## config.mk

```make
export PLATFORM = sky130hd
export DESIGN_NAME = cup_weight_event_detector_core_flat
export DESIGN_NICKNAME = d
export VERILOG_FILES = /design/src/design/cwed_pkg.sv /design/src/design/cwed_if.sv /design/src/design/cup_weight_event_detector_core.sv /design/src/flat_wrapper.sv
export VERILOG_INCLUDE_DIRS = /design/src /design/src/design
export SDC_FILE = /design/constraint.sdc
export NUM_CORES = 1
export LEC_CHECK = 0
export BUFFER_PORTS_ARGS = -buffer_cell sky130_fd_sc_hd__buf_4
export CAP_MARGIN = 20
export CORE_MARGIN = 4
export CORE_UTILIZATION = 30
export CTS_CLUSTER_SIZE = 16
export DETAILED_ROUTE_END_ITERATION = 8
export PLACE_DENSITY = 0.42
export SYNTH_ARGS = -nofsm -noshare
export SYNTH_HDL_FRONTEND = slang
export SYNTH_SLANG_ARGS = --single-unit
export TNS_END_PERCENT = 50
```

## constraint.sdc

```tcl
create_clock -name clk -period 25.9 [get_ports clk]
set_input_delay 3.885 -clock clk [delete_from_list [all_inputs] [get_ports clk]]
set_output_delay 3.885 -clock clk [all_outputs]
set_load 0.05 [all_outputs]
```

## src/design/cup_weight_event_detector_core_assert.svh

```systemverilog
// assertion macros for the cup weight event detector
// no dependencies; taken in by the top level only
`ifndef CUP_WEIGHT_EVENT_DETECTOR_CORE_ASSERT_SVH
`define CUP_WEIGHT_EVENT_DETECTOR_CORE_ASSERT_SVH

`ifndef SYNTH
// same-cycle implication
`define CWED_ASSERT_IMP(name, clk, rst, ante, cons) \
  name: assert property (@(posedge clk) disable iff (rst) (ante) |-> (cons)) \
    else $error("%m: property violated");
// next-cycle implication
`define CWED_ASSERT_NXT(name, clk, rst, ante, cons) \
  name: assert property (@(posedge clk) disable iff (rst) (ante) |=> (cons)) \
    else $error("%m: property violated");
`else
`define CWED_ASSERT_IMP(name, clk, rst, ante, cons)
`define CWED_ASSERT_NXT(name, clk, rst, ante, cons)
`endif

`endif

```

## src/design/cwed_pkg.sv

```systemverilog
// shared constants and types for the cup weight event detector
// no dependencies; used by the interfaces and the top level
package cwed_pkg;

  localparam int WEIGHT_W    = 17;
  localparam int RAW_W       = 18;
  localparam int TOTAL_W     = 22;
  localparam int EVENT_W     = 3;
  localparam int MODE_W      = 2;
  localparam int CFG_INDEX_W = 2;

  localparam int WINDOW_LEN_DEF = 5;

  localparam logic [TOTAL_W-1:0] TOTAL_MAX = 22'h3FFFFF;

  // register indexes
  localparam logic [CFG_INDEX_W-1:0] REG_PRESENCE_THRESHOLD = 2'd0;
  localparam logic [CFG_INDEX_W-1:0] REG_STABILITY_BAND     = 2'd1;
  localparam logic [CFG_INDEX_W-1:0] REG_CHANGE_MARGIN      = 2'd2;

  localparam logic [WEIGHT_W-1:0] PRESENCE_THRESHOLD_RST = 17'd150;
  localparam logic [WEIGHT_W-1:0] STABILITY_BAND_RST     = 17'd25;
  localparam logic [WEIGHT_W-1:0] CHANGE_MARGIN_RST      = 17'd50;

  // event codes
  localparam logic [EVENT_W-1:0] EV_NONE     = 3'd0;
  localparam logic [EVENT_W-1:0] EV_PLACED   = 3'd1;
  localparam logic [EVENT_W-1:0] EV_LIFTED   = 3'd2;
  localparam logic [EVENT_W-1:0] EV_DRANK    = 3'd3;
  localparam logic [EVENT_W-1:0] EV_REFILLED = 3'd4;
  localparam logic [EVENT_W-1:0] EV_SAME     = 3'd5;
  localparam logic [EVENT_W-1:0] EV_EMPTIED  = 3'd6;
  localparam logic [EVENT_W-1:0] EV_RESET    = 3'd7;

  // mode codes as reported on the result channel
  localparam logic [MODE_W-1:0] MODE_CODE_EMPTY  = 2'd0;
  localparam logic [MODE_W-1:0] MODE_CODE_PLACED = 2'd1;
  localparam logic [MODE_W-1:0] MODE_CODE_LIFTED = 2'd2;

  typedef enum logic [2:0] {
    MODE_EMPTY  = 3'b001,
    MODE_PLACED = 3'b010,
    MODE_LIFTED = 3'b100
  } mode_t;

  typedef struct packed {
    logic [EVENT_W-1:0]  event_code;
    logic [MODE_W-1:0]   mode_now;
    logic                window_stable;
    logic [WEIGHT_W-1:0] drink_amount;
    logic [TOTAL_W-1:0]  total_consumed;
    logic                report_now;
  } result_t;

endpackage

```

## src/design/cwed_if.sv

```systemverilog
// channel interfaces: sample input, result output, register writes
// depends on cwed_pkg
interface cwed_sample_if;
  logic                              valid;
  logic                              ready;
  logic                              action;
  logic signed [cwed_pkg::RAW_W-1:0] sample_weight;

  modport source (output valid, output action, output sample_weight, input ready);
  modport sink   (input valid, input action, input sample_weight, output ready);
endinterface

interface cwed_result_if;
  logic                             valid;
  logic                             ready;
  logic [cwed_pkg::EVENT_W-1:0]     event_code;
  logic [cwed_pkg::MODE_W-1:0]      mode_now;
  logic                             window_stable;
  logic [cwed_pkg::WEIGHT_W-1:0]    drink_amount;
  logic [cwed_pkg::TOTAL_W-1:0]     total_consumed;
  logic                             report_now;

  modport source (output valid, output event_code, output mode_now, output window_stable,
                  output drink_amount, output total_consumed, output report_now,
                  input ready);
  modport sink   (input valid, input event_code, input mode_now, input window_stable,
                  input drink_amount, input total_consumed, input report_now,
                  output ready);
endinterface

interface cwed_cfg_if;
  logic                             valid;
  logic                             ready;
  logic [cwed_pkg::CFG_INDEX_W-1:0] index;
  logic [cwed_pkg::WEIGHT_W-1:0]    data;

  modport source (output valid, output index, output data, input ready);
  modport sink   (input valid, input index, input data, output ready);
endinterface

```

## src/design/cup_weight_event_detector_core.sv

```systemverilog
// Cup weight event detector core.
// Channels: sample (action + signed weight in 0.1 g), result (one beat per
// sample beat), cfg (register writes: 0 presence threshold, 1 stability band,
// 2 change margin; always ready). The user must write cfg only while the
// block is idle; the block itself does not enforce this. Each sample beat
// gives exactly one result beat, in order. A reset beat (action = 1) clears
// the total, window and mode and answers with event 7. A sample beat enters
// the input register, then the window/state update is written into the
// result register. Throughput: one beat per cycle while the receiver does
// not stall; the window max/min and the mode update are a single
// combinational pass between the two registers.
// When the receiver stalls, the result register holds its beat and the input
// register keeps taking one more beat; sample.ready falls only when both are
// full and result.ready is low.
// Reset (rst, synchronous): both stages empty, config registers to defaults,
// window empty, mode empty, total zero. No events are reported until the
// window has filled with WINDOW_LEN samples.
// depends on cwed_pkg, cwed_if.sv and cup_weight_event_detector_core_assert.svh
`include "cup_weight_event_detector_core_assert.svh"

module cup_weight_event_detector_core #(
  parameter int WINDOW_LEN = cwed_pkg::WINDOW_LEN_DEF
) (
  input  logic           clk,
  input  logic           rst,
  cwed_sample_if.sink    sample,
  cwed_result_if.source  result,
  cwed_cfg_if.sink       cfg
);

  localparam int W   = cwed_pkg::WEIGHT_W;
  localparam int TW  = cwed_pkg::TOTAL_W;
  localparam int CNT_W = (WINDOW_LEN > 1) ? $clog2(WINDOW_LEN) : 1;

  // configuration
  logic [W-1:0] presence_threshold;
  logic [W-1:0] stability_band;
  logic [W-1:0] change_margin;

  assign cfg.ready = 1'b1;

  always_ff @(posedge clk) begin
    if (rst) begin
      presence_threshold <= cwed_pkg::PRESENCE_THRESHOLD_RST;
      stability_band     <= cwed_pkg::STABILITY_BAND_RST;
      change_margin      <= cwed_pkg::CHANGE_MARGIN_RST;
    end else if (cfg.valid) begin
      unique case (cfg.index)
        cwed_pkg::REG_PRESENCE_THRESHOLD: presence_threshold <= cfg.data;
        cwed_pkg::REG_STABILITY_BAND:     stability_band     <= cfg.data;
        cwed_pkg::REG_CHANGE_MARGIN:      change_margin      <= cfg.data;
        default: ;
      endcase
    end
  end

  // input register and result register handshake
  logic                              in_valid;
  logic                              in_action;
  logic signed [cwed_pkg::RAW_W-1:0] in_weight;
  logic                              res_valid;
  cwed_pkg::result_t                 res;
  logic                              res_free;
  logic                              advance;

  assign res_free     = !res_valid || result.ready;
  assign advance      = in_valid && res_free;
  assign sample.ready = !in_valid || res_free;

  always_ff @(posedge clk) begin
    if (rst) begin
      in_valid <= 1'b0;
    end else if (sample.ready) begin
      in_valid <= sample.valid;
    end
  end

  always_ff @(posedge clk) begin
    if (sample.valid && sample.ready) begin
      in_action <= sample.action;
      in_weight <= sample.sample_weight;
    end
  end

  // detector state
  logic [W-1:0]     taps [WINDOW_LEN];
  logic [CNT_W-1:0] fill_cnt;
  logic             win_full;
  cwed_pkg::mode_t  mode;
  logic [W-1:0]     settled;
  logic [W-1:0]     lift_weight;
  logic [TW-1:0]    total;

  // window after this sample goes in
  logic [W-1:0] w;
  logic [W-1:0] new_taps [WINDOW_LEN];
  logic [W-1:0] win_max;
  logic [W-1:0] win_min;
  logic         full_now;

  assign w        = in_weight[cwed_pkg::RAW_W-1] ? '0 : in_weight[W-1:0];
  assign full_now = win_full || (fill_cnt == CNT_W'(WINDOW_LEN - 1));

  always_comb begin
    new_taps[0] = w;
    for (int i = 1; i < WINDOW_LEN; i++) begin
      new_taps[i] = taps[i-1];
    end
  end

  always_comb begin
    win_max = new_taps[0];
    win_min = new_taps[0];
    for (int i = 1; i < WINDOW_LEN; i++) begin
      if (new_taps[i] > win_max) win_max = new_taps[i];
      if (new_taps[i] < win_min) win_min = new_taps[i];
    end
  end

  logic            stable;
  logic            present;
  logic [W:0]      w_plus_margin;
  logic [W:0]      settled_plus_margin;
  logic [W:0]      lift_plus_margin;
  logic            lift_valid;
  cwed_pkg::mode_t mode_next;
  logic [W-1:0]    settled_next;
  logic [W-1:0]    lift_weight_next;
  logic [TW-1:0]   total_next;
  logic [2:0]      ev;
  logic [W-1:0]    drop;
  logic [TW:0]     total_sum;
  logic            do_return;

  assign stable              = full_now && ((win_max - win_min) <= stability_band);
  assign present             = w > presence_threshold;
  assign w_plus_margin       = {1'b0, w} + {1'b0, change_margin};
  assign settled_plus_margin = {1'b0, settled} + {1'b0, change_margin};
  assign lift_plus_margin    = {1'b0, lift_weight} + {1'b0, change_margin};
  assign lift_valid          = lift_weight > presence_threshold;

  always_comb begin
    mode_next        = mode;
    settled_next     = settled;
    lift_weight_next = lift_weight;
    ev               = cwed_pkg::EV_NONE;
    drop             = '0;
    do_return        = 1'b0;
    if (full_now) begin
      unique case (mode)
        cwed_pkg::MODE_PLACED: begin
          if (!present) begin
            mode_next        = cwed_pkg::MODE_LIFTED;
            lift_weight_next = settled;
            ev               = cwed_pkg::EV_LIFTED;
          end else if (stable) begin
            if (w_plus_margin < {1'b0, settled}) begin
              drop         = settled - w;
              settled_next = w;
              ev           = cwed_pkg::EV_DRANK;
            end else if ({1'b0, w} > settled_plus_margin) begin
              settled_next = w;
              ev           = cwed_pkg::EV_REFILLED;
            end
          end
        end
        cwed_pkg::MODE_LIFTED: begin
          if (present && stable) begin
            do_return = 1'b1;
          end else if (!present && stable) begin
            mode_next    = cwed_pkg::MODE_EMPTY;
            settled_next = '0;
            ev           = cwed_pkg::EV_EMPTIED;
          end
        end
        default: begin
          mode_next = cwed_pkg::MODE_EMPTY;
          do_return = present && stable;
        end
      endcase
    end
    // cup settles back on the scale
    if (do_return) begin
      mode_next    = cwed_pkg::MODE_PLACED;
      settled_next = w;
      ev           = cwed_pkg::EV_PLACED;
      if (lift_valid) begin
        if (w_plus_margin < {1'b0, lift_weight}) begin
          drop = lift_weight - w;
          ev   = cwed_pkg::EV_DRANK;
        end else if ({1'b0, w} > lift_plus_margin) begin
          ev = cwed_pkg::EV_REFILLED;
        end else begin
          ev = cwed_pkg::EV_SAME;
        end
        lift_weight_next = '0;
      end
    end
  end

  assign total_sum  = {1'b0, total} + (TW+1)'(drop);
  assign total_next = (ev != cwed_pkg::EV_DRANK) ? total :
                      (total_sum > {1'b0, cwed_pkg::TOTAL_MAX}) ? cwed_pkg::TOTAL_MAX :
                      total_sum[TW-1:0];

  // window taps are fully overwritten before the window counts as full again
  always_ff @(posedge clk) begin
    if (advance && !in_action) begin
      for (int i = 0; i < WINDOW_LEN; i++) begin
        taps[i] <= new_taps[i];
      end
    end
  end

  always_ff @(posedge clk) begin
    if (rst) begin
      fill_cnt    <= '0;
      win_full    <= 1'b0;
      mode        <= cwed_pkg::MODE_EMPTY;
      settled     <= '0;
      lift_weight <= '0;
      total       <= '0;
    end else if (advance) begin
      if (in_action) begin
        fill_cnt <= '0;
        win_full <= 1'b0;
        mode     <= cwed_pkg::MODE_EMPTY;
        total    <= '0;
      end else begin
        if (!full_now) fill_cnt <= fill_cnt + 1'b1;
        win_full    <= full_now;
        mode        <= mode_next;
        settled     <= settled_next;
        lift_weight <= lift_weight_next;
        total       <= total_next;
      end
    end
  end

  function automatic logic [cwed_pkg::MODE_W-1:0] mode_code(cwed_pkg::mode_t m);
    unique case (m)
      cwed_pkg::MODE_PLACED: mode_code = cwed_pkg::MODE_CODE_PLACED;
      cwed_pkg::MODE_LIFTED: mode_code = cwed_pkg::MODE_CODE_LIFTED;
      default:               mode_code = cwed_pkg::MODE_CODE_EMPTY;
    endcase
  endfunction

  // result register
  always_ff @(posedge clk) begin
    if (rst) begin
      res_valid <= 1'b0;
    end else if (res_free) begin
      res_valid <= in_valid;
    end
  end

  always_ff @(posedge clk) begin
    if (advance) begin
      if (in_action) begin
        res.event_code     <= cwed_pkg::EV_RESET;
        res.mode_now       <= cwed_pkg::MODE_CODE_EMPTY;
        res.window_stable  <= 1'b0;
        res.drink_amount   <= '0;
        res.total_consumed <= '0;
        res.report_now     <= 1'b0;
      end else begin
        res.event_code     <= ev;
        res.mode_now       <= mode_code(mode_next);
        res.window_stable  <= stable;
        res.drink_amount   <= drop;
        res.total_consumed <= total_next;
        res.report_now     <= (ev == cwed_pkg::EV_DRANK);
      end
    end
  end

  assign result.valid          = res_valid;
  assign result.event_code     = res.event_code;
  assign result.mode_now       = res.mode_now;
  assign result.window_stable  = res.window_stable;
  assign result.drink_amount   = res.drink_amount;
  assign result.total_consumed = res.total_consumed;
  assign result.report_now     = res.report_now;

  // checks
  `CWED_ASSERT_IMP(a_mode_onehot, clk, rst, 1'b1, $onehot(mode))
  `CWED_ASSERT_NXT(a_reset_clears_window, clk, rst, advance && in_action,
                   !win_full && (total == '0) && (mode == cwed_pkg::MODE_EMPTY))
  `CWED_ASSERT_NXT(a_total_monotonic, clk, rst, advance && !in_action,
                   total >= $past(total))
  `CWED_ASSERT_IMP(a_report_on_drink, clk, rst, res_valid,
                   res.report_now == (res.event_code == cwed_pkg::EV_DRANK))

endmodule
```

## src/flat_wrapper.sv

```systemverilog
// flat-port wrapper written by rule: the top's interface ports become plain ports
module cup_weight_event_detector_core_flat 
#(
  parameter int WINDOW_LEN = cwed_pkg::WINDOW_LEN_DEF
)
  (clk, rst, sample_valid, sample_action, sample_sample_weight, sample_ready, result_valid, result_event_code, result_mode_now, result_window_stable, result_drink_amount, result_total_consumed, result_report_now, result_ready, cfg_valid, cfg_index, cfg_data, cfg_ready);
  cwed_sample_if sample_i ();
  cwed_result_if result_i ();
  cwed_cfg_if cfg_i ();
  input  logic clk;
  input  logic rst;
  input wire logic [$bits(sample_i.valid)-1:0] sample_valid;
  input wire logic [$bits(sample_i.action)-1:0] sample_action;
  input wire logic [$bits(sample_i.sample_weight)-1:0] sample_sample_weight;
  output wire logic [$bits(sample_i.ready)-1:0] sample_ready;
  output wire logic [$bits(result_i.valid)-1:0] result_valid;
  output wire logic [$bits(result_i.event_code)-1:0] result_event_code;
  output wire logic [$bits(result_i.mode_now)-1:0] result_mode_now;
  output wire logic [$bits(result_i.window_stable)-1:0] result_window_stable;
  output wire logic [$bits(result_i.drink_amount)-1:0] result_drink_amount;
  output wire logic [$bits(result_i.total_consumed)-1:0] result_total_consumed;
  output wire logic [$bits(result_i.report_now)-1:0] result_report_now;
  input wire logic [$bits(result_i.ready)-1:0] result_ready;
  input wire logic [$bits(cfg_i.valid)-1:0] cfg_valid;
  input wire logic [$bits(cfg_i.index)-1:0] cfg_index;
  input wire logic [$bits(cfg_i.data)-1:0] cfg_data;
  output wire logic [$bits(cfg_i.ready)-1:0] cfg_ready;
  assign sample_i.valid = sample_valid;
  assign sample_i.action = sample_action;
  assign sample_i.sample_weight = sample_sample_weight;
  assign sample_ready = sample_i.ready;
  assign result_valid = result_i.valid;
  assign result_event_code = result_i.event_code;
  assign result_mode_now = result_i.mode_now;
  assign result_window_stable = result_i.window_stable;
  assign result_drink_amount = result_i.drink_amount;
  assign result_total_consumed = result_i.total_consumed;
  assign result_report_now = result_i.report_now;
  assign result_i.ready = result_ready;
  assign cfg_i.valid = cfg_valid;
  assign cfg_i.index = cfg_index;
  assign cfg_i.data = cfg_data;
  assign cfg_ready = cfg_i.ready;
  cup_weight_event_detector_core #(.WINDOW_LEN(WINDOW_LEN)) u_core (.clk(clk), .rst(rst), .sample(sample_i), .result(result_i), .cfg(cfg_i));
endmodule
```

==> flow_metrics.env, run 1 <==
export IMPL_drt_iter0_markers=1149
export IMPL_die_h_um=273
export IMPL_io_pins=92
export IMPL_initial_core_util_pct=30.5
export IMPL_r2r_start="u_core.in_weight[17]"
export IMPL_ant_nets=0
export IMPL_wirelength_um=72300
export IMPL_cts_root_buf="clkbuf_16"
export IMPL_syn_to_final_growth_pct=14.5
export IMPL_cp_arrival_ps=20590
export IMPL_cts_resized=0
export IMPL_std_cell_rows=96
export IMPL_layout_commonest_cell="ha_1"
export IMPL_place_gp_congestion=0.871
export IMPL_cts_tree="yes"
export IMPL_slew_headroom_pct=28.4
export IMPL_cts_sinks=249
export IMPL_setup_viol=0
export IMPL_reg2reg_depth=77
export IMPL_place_hpwl_um=57200
export IMPL_worstReg2RegEnd="u_core.result.total_consumed[2]"
export IMPL_grt_max_degree=76
export IMPL_skew_ps=32.9
export IMPL_grt_ovfl_total=0
export IMPL_critPathKind="reg2reg"
export IMPL_antenna_found_initial=2
export IMPL_htree_levels=2
export IMPL_cp_max_fo=21
export IMPL_place_area_um2=22900
export IMPL_vias=17644
export IMPL_synth_edf_count=133
export IMPL_yosys_warnings=0
export IMPL_fin_nets=2882
export IMPL_rsz0062_at_grt="false"
export IMPL_cts_hold_buf=0
export IMPL_synthDistinctLibCells=82
export IMPL_synth_seq_area_share_pct=30.0
export IMPL_fillerInstances=7101
export IMPL_clk_pin_slew_worst_paths_ps=60
export IMPL_max_stage_delay_ps=920
export IMPL_outcome="finished, final reports clean"
export IMPL_syn_area_um2=21000
export IMPL_cts_buffers=34
export IMPL_fmax_mhz=49.4
export IMPL_cellPowerDensity_nw_per_um2=56.8
export IMPL_fin_area_um2=24100
export IMPL_netlist_instances=2384
export IMPL_total_power_mw=1.37
export IMPL_cp_slowest_cell="o41ai_1"
export IMPL_drive_above_1_share_pct=10.1
export IMPL_via_per_inst=5.13
export IMPL_syn_nets=2785
export IMPL_vdd_ir_drop_worst_mv=0.0450
export IMPL_grt_pass1_wl_um=109000
export IMPL_min_path_type="reg2reg"
export IMPL_port_buffers=90
export IMPL_worst_path_most_repeated_cell="o21ai_0"
export IMPL_hp_start="u_core.stability_band[5]"
export IMPL_slew_violations=0
export IMPL_async_reset_ff_share_pct=0
export IMPL_ys_ff_latch=249
export IMPL_critPathLaunch="u_core.in_weight[17]"
export IMPL_critPathLaunchType="flop"
export IMPL_cts_buffer_depth=3
export IMPL_finalCritPeriodShare_pct=78.1
export IMPL_p_leak_nw=10.4
export IMPL_core_um2=69100
export IMPL_ys_flop_type="edfxtp_1"
export IMPL_required_ps=26250
export IMPL_multi_input_area_um2=13700
export IMPL_worstSetupEndpointType="flop"
export IMPL_finalSetupTns_ps=0
export IMPL_cap_viol_max_count=0
export IMPL_wl_per_cell_um=21.0
export IMPL_r2r_slack_ps=5670
export IMPL_insertion_delay_ps=560
export IMPL_cts_setup_buffers=0
export IMPL_die_w_um=273
export IMPL_grt_total_usage_pct=19.1
export IMPL_regArea_um2=6320
export IMPL_finalCriticalPeriod_ps=20230
export IMPL_tightest_slew_ps=1060
export IMPL_die_area_um2=74400
export IMPL_grt_pass1_vias=17332
export IMPL_drt_first_pass_iters=5
export IMPL_min_to="u_core.stability_band[5]"
export IMPL_final_cell_mix="351 x ha_1, 223 x a21oi_1, 217 x inv_1"
export IMPL_avgSynthCellArea_um2=8.82
export IMPL_whs_path_depth=2
export IMPL_fin_util_pct=34.9
export IMPL_hold_viol=0
export IMPL_drcViolationCount=0
==> registers in the layout, indices dropped and copies added (netlist names) <==
name and cells:
u_core.presence_threshold 17, u_core.fill_cnt 3, u_core.result.drink_amount 17, u_core.result.total_consumed 22, u_core.lift_weight 17, u_core.taps 68, u_core.mode 3, u_core.result.window_stable 1
u_core.result.event_code 3, u_core.in_action 1, u_core.result.mode_now 2, u_core.in_weight 18, u_core.result.report_now 1, u_core.settled 17, u_core.total 22, u_core.change_margin 17
u_core.stability_band 17, u_core.in_valid 1, u_core.result.valid 1, u_core.win_full 1
==> report_power, final <==
part | internal (mW) | switching [mW]
sequential | 0.427 | 0.0106
clock | 0.290 | 0.193
combinational | 0.182 | 0.265
==> cell usage after synthesis (all sizes together), types with 5 or more instances <==
cell type | number | area share [%]
ha | 351 | 21
a21oi | 227 | 5.4
inv | 218 | 3.9
nand2 | 216 | 3.9
nor2 | 173 | 3.1
edfxtp | 133 | 19
o21ai | 119 | 2.8
dfxtp | 116 | 11
a21o | 77 | 2.7
xnor2 | 60 | 2.5
mux2i | 56 | 2.7
nor2b | 50 | 1.5
clkbuf | 46 | 0.82
nand4 | 43 | 1.3
xor2 | 41 | 1.7
nand3 | 39 | 0.93
mux2 | 37 | 2.0
nor3 | 34 | 0.83
nand2b | 28 | 0.84
and2 | 22 | 0.65
o21a | 21 | 0.75
a22oi | 20 | 0.71
a211oi | 18 | 0.64
a22o | 17 | 0.71
buf | 17 | 0.48
and3 | 15 | 0.45
o22ai | 15 | 0.45
a31oi | 13 | 0.46
o21bai | 13 | 0.46
a211o | 10 | 0.42
a2111oi | 8 | 0.33
a31o | 8 | 0.33
o211ai | 8 | 0.29
o31ai | 8 | 0.29
or2 | 8 | 0.24
or3 | 8 | 0.24
a21boi | 7 | 0.25
fa | 7 | 0.67
nand3b | 7 | 0.25
o41ai | 7 | 0.33
and4 | 6 | 0.25
o31a | 6 | 0.25
a221oi | 5 | 0.24
==> metrics by stage <==
stage | hold slack, ps | instances | setup WS, ps
finish | 454 | 3438 | 5670
global route | 476 | 3437 | 3920
CTS | 456 | 3434 | 4760
detailed placement | 448 | 3373 | 4900
global placement | 446 | 3371 | 4960
floorplan | 426 | 2384 | 9820
==> metal layers <==
metal	share of wire [%]	track usage [%]	vias to the layer above
li1	-	-	8826
met2	47	32.2	299
met4	1.8	4.00	0
met1	48	26.3	8445
met5	0	0	-
met3	3.3	2.31	74
==> worst max-delay path: cells and delay by family (launching register included) <==
kind	cells	cell delay [ps]
DFF	1	630
xor gates and xnor gates	1	150
and+or+nand+nor	18	4230
buffers and inverters	9	1690
adders and majority gates	8	2160
muxes	2	710
AOI/OAI and AO/OA	39	10400
==> final cells by class <==
| cell class | count | area share (%) |
|---|---|---|
| Antenna cell | 1 | 0.0104 |
| Timing Repair Buffer | 124 | 4.09 |
| Sequential cell | 249 | 26.2 |
| Multi-Input combinational cell | 1854 | 56.7 |
| Tap cell | 931 | 4.84 |
| Clock inverter | 12 | 0.603 |
| Clock buffer | 49 | 4.15 |
| Inverter | 218 | 3.40 |
==> kinds of logic (layout without fill, tap and decap cells) <==
logic type                 count (synthesis)  in the layout  share of synthesized area, %
other                                      1              2                        0.0178
adders and majority gates                358            358                          21.5
and+or+nand+nor                          660            660                          14.8
buffers and inverters                    281            403                          5.19
muxes                                     93             93                          4.68
AOI/OAI and AO/OA                        641            641                          19.5
xor gates and xnor gates                 101            101                          4.21
DFF                                      249            249                          30.0
==> how the worst max path moves through the flow <==
stage | endpoint | slack, ps | cells past startpoint
floorplan | u_core.result.total_consumed[19] | 9820 | 83
global placement | u_core.result.total_consumed[17] | 4960 | 72
detailed placement | u_core.result.total_consumed[1] | 4900 | 75
CTS | u_core.result.total_consumed[1] | 4760 | 75
global route | u_core.result.total_consumed[2] | 3920 | 78
finish | u_core.result.total_consumed[2] | 5670 | 77
No activity file was read; power rests on OpenSTA's default activity.
==> inputs of run 2 (changes only) <==
Settings changed: ABC_AREA from default to 1, PLACE_DENSITY 0.42 to 0.43.
Clock period 25.9 ns to 18.6 ns, I/O delays scaled along.
==> flow_metrics.env, run 2 <==
export IMPL_cap_viol_max_count=0
export IMPL_insertedDiodeCount=0
export IMPL_r2r_slack_ps=1770
export IMPL_std_cell_rows=98
export IMPL_rsz0062_at_grt="false"
export IMPL_cts_buffer_depth=3
export IMPL_cellPowerDensity_nw_per_um2=87.0
export IMPL_cts_hold_buf=0
export IMPL_instances_no_fill=3940
export IMPL_drt_first_pass_iters=6
export IMPL_fmax_mhz=59.4
export IMPL_die_w_um=277
export IMPL_hold_viol=0
export IMPL_synth_mux_area_share_pct=0
export IMPL_slew_headroom_pct=32.3
export IMPL_r2r_start="u_core.in_weight[17]"
export IMPL_layout_commonest_cell="nand2_1"
export IMPL_worstSetupEndpointType="flop"
export IMPL_placed_cells=3875
export IMPL_hp_start="u_core.fill_cnt[2]"
export IMPL_finalCriticalPeriod_ps=16830
export IMPL_synth_compound_area_share_pct=18.6
export IMPL_port_buffers=90
export IMPL_finalCritPeriodShare_pct=90.5
export IMPL_syn_to_final_growth_pct=13.0
export IMPL_worst_path_most_repeated_cell="nand2_1"
export IMPL_via_per_inst=5.16
export IMPL_avgSynthCellArea_um2=7.48
export IMPL_p_leak_nw=11.1
export IMPL_cts_root_buf="clkbuf_16"
export IMPL_place_hpwl_um=64000
export IMPL_ys_ff_latch=249
export IMPL_grt_total_usage_pct=20.0
export IMPL_outcome="finished, final reports clean"
export IMPL_max_stage_delay_ps=680
export IMPL_vias=20318
export IMPL_netlist_instances=2900
export IMPL_clk_pin_slew_worst_paths_ps=60
export IMPL_worstReg2RegEnd="u_core.total[15]"
export IMPL_async_reset_ff_share_pct=0
export IMPL_wirelength_um=79900
export IMPL_fin_ws_ps=1770
export IMPL_grt_ovfl_total=0
export IMPL_antenna_found_initial=0
export IMPL_critPathKind="reg2reg"
export IMPL_yosys_warnings=0
export IMPL_slew_violations=0
export IMPL_drcViolationCount=0
export IMPL_largest_reg_flops=68
export IMPL_synth_simple_area_share_pct=20.4
export IMPL_grt_max_degree=91
export IMPL_required_ps=19080
export IMPL_cp_slowest_cell="o41ai_2"
export IMPL_min_path_type="reg2reg"
export IMPL_cts_sinks=249
export IMPL_skew_ps=33.2
export IMPL_syn_area_um2=21700
export IMPL_synth_edf_count=133
export IMPL_critical_path_top_delay_family="simple AND/OR/NAND/NOR gates"
export IMPL_cp_arrival_ps=17310
export IMPL_synth_adder_area_share_pct=20.9
export IMPL_ant_nets=0
export IMPL_cp_max_fo=36
export IMPL_synth_xor_area_share_pct=3.39
export IMPL_final_cell_mix="603 x nand2_1, 351 x ha_1, 350 x a21oi_1"
export IMPL_min_to="u_core.fill_cnt[2]"
export IMPL_yosys_top_cells_count="603 x nand2_1, 351 x ha_1, 350 x a21oi_1"
export IMPL_die_h_um=277
export IMPL_tightest_slew_ps=1020
export IMPL_cts_resized=0
export IMPL_grt_pass1_wl_um=120000
export IMPL_synth_top_family_by_area="adder cells"
export IMPL_cts_buffers=34
export IMPL_cts_setup_buffers=0
export IMPL_drt_iter0_markers=1689
export IMPL_place_gp_congestion=0.942
export IMPL_synthDistinctLibCells=57
export IMPL_insertion_delay_ps=550
export IMPL_die_area_um2=76600
export IMPL_critPathLaunchType="flop"
export IMPL_crit_buf_inv=13
export IMPL_regMostFlops="u_core.taps"
export IMPL_synth_most_common_cell="nand2_1"
export IMPL_grt_pass1_vias=19093
export IMPL_reg2reg_depth=75
export IMPL_syn_nets=3301
export IMPL_setup_viol=0
export IMPL_drive_above_1_share_pct=7.19
export IMPL_htree_levels=2
export IMPL_initial_core_util_pct=30.3
export IMPL_synth_top_cell_by_area="ha_1"
export IMPL_synth_seq_area_share_pct=29.1
export IMPL_vdd_ir_drop_worst_mv=0.0600
export IMPL_whs_path_depth=1
export IMPL_cts_tree="yes"
export IMPL_finalSetupTns_ps=0
export IMPL_core_um2=71600
export IMPL_fin_nets=3366
export IMPL_synth_area_leaders="ha_1 20%, edfxtp_1 18%, dfxtp_1 11%"
export IMPL_wl_per_cell_um=20.3
export IMPL_io_pins=92
export IMPL_ys_flop_type="edfxtp_1"
export IMPL_top_regs="u_core.taps: 68 flops, u_core.result.total_consumed: 22 flops, u_core.total: 22 flops"
export IMPL_dp_slack_ps=1580
export IMPL_synth_top_area_share_pct=20.3
-- run 2: cell types whose count changed after synthesis, moves of 24 or more --
cell	previous run	this run
nand2b_1	27	0
mux2_2	35	0
a21oi_1	225	350
xnor2_1	60	19
mux2i_1	56	0
nand2_1	216	603
o21ai_0	115	246
xor2_1	41	65
nand3_1	39	162
inv_1	218	327
nor2b_1	50	0
a21o_1	77	12
o21ai_1	4	54
-- run 2: how the worst max path moves through the flow --
stage	slack (ps)	from	cells past startpoint	end
2_1_floorplan	6380	u_core.in_weight[17]	82	u_core.result.total_consumed[14]
3_3_place_gp	1790	u_core.in_weight[17]	66	u_core.total[16]
3_5_place_dp	1580	u_core.in_weight[17]	66	u_core.total[21]
4_1_cts	1450	u_core.in_weight[17]	70	u_core.total[14]
5_1_grt	150	u_core.in_weight[17]	76	u_core.total[16]
6_report	1770	u_core.in_weight[17]	75	u_core.total[15]
-- run 2: power by group --
group | total, mW | switching (mW) | internal (mW) | leakage (nW)
registers | 0.624 | 0.0226 | 0.602 | 2.19
logic | 0.840 | 0.552 | 0.288 | 8.40
clock network | 0.668 | 0.267 | 0.401 | 0.544
total | 2.13 | 0.841 | 1.29 | 11.1
-- run 2: cells by family after synthesis --
group / after synthesis
adder cells (fa/ha/maj): 358
buffers and inverters: 415
AO/OA/AOI/OAI: 749
XOR/XNOR: 84
other: 1
flip-flops: 249
AND/OR/NAND/NOR: 1044
-- run 2: per-layer routing --
layer,vias to the layer above,wire [um],GRT usage [%]
met5,-,0,0
met2,550,31800,28.4
met3,104,5070,3.38
met4,0,2020,5.09
met1,9549,41000,31.1
li1,10115,-,-
-- run 2: worst register-to-register path: cells and delay by family, from the launching register on --
family          cells  cell delay [ps]
simple gates       31             5720
compound gates     22             4770
fa+ha+maj           8             2540
xor+xnor            1              160
flops               1              330
buf+inv            13             3230
-- run 2: area by class of cell --
type                       count  area (um^2)
clock buffer                  46          947
fill                        7584        47100
clock inverter                15          174
sequential                   249         6320
multi-input combinational   2236        13800
timing repair buffer         103          821
tap                          950         1190
inverter                     341         1280
-- run 2: through the flow --
step                hold WS (ps)  area, um^2  utilization [%]  total power, mW
floorplan                    426       21700                -             1.22
global placement             452       23300             32.5             1.46
global route                 494       24500             34.2             2.29
finish                       461       24500             34.2             2.13
CTS                          461       24400             34.1             2.15
detailed placement           455       23300             32.5             1.47
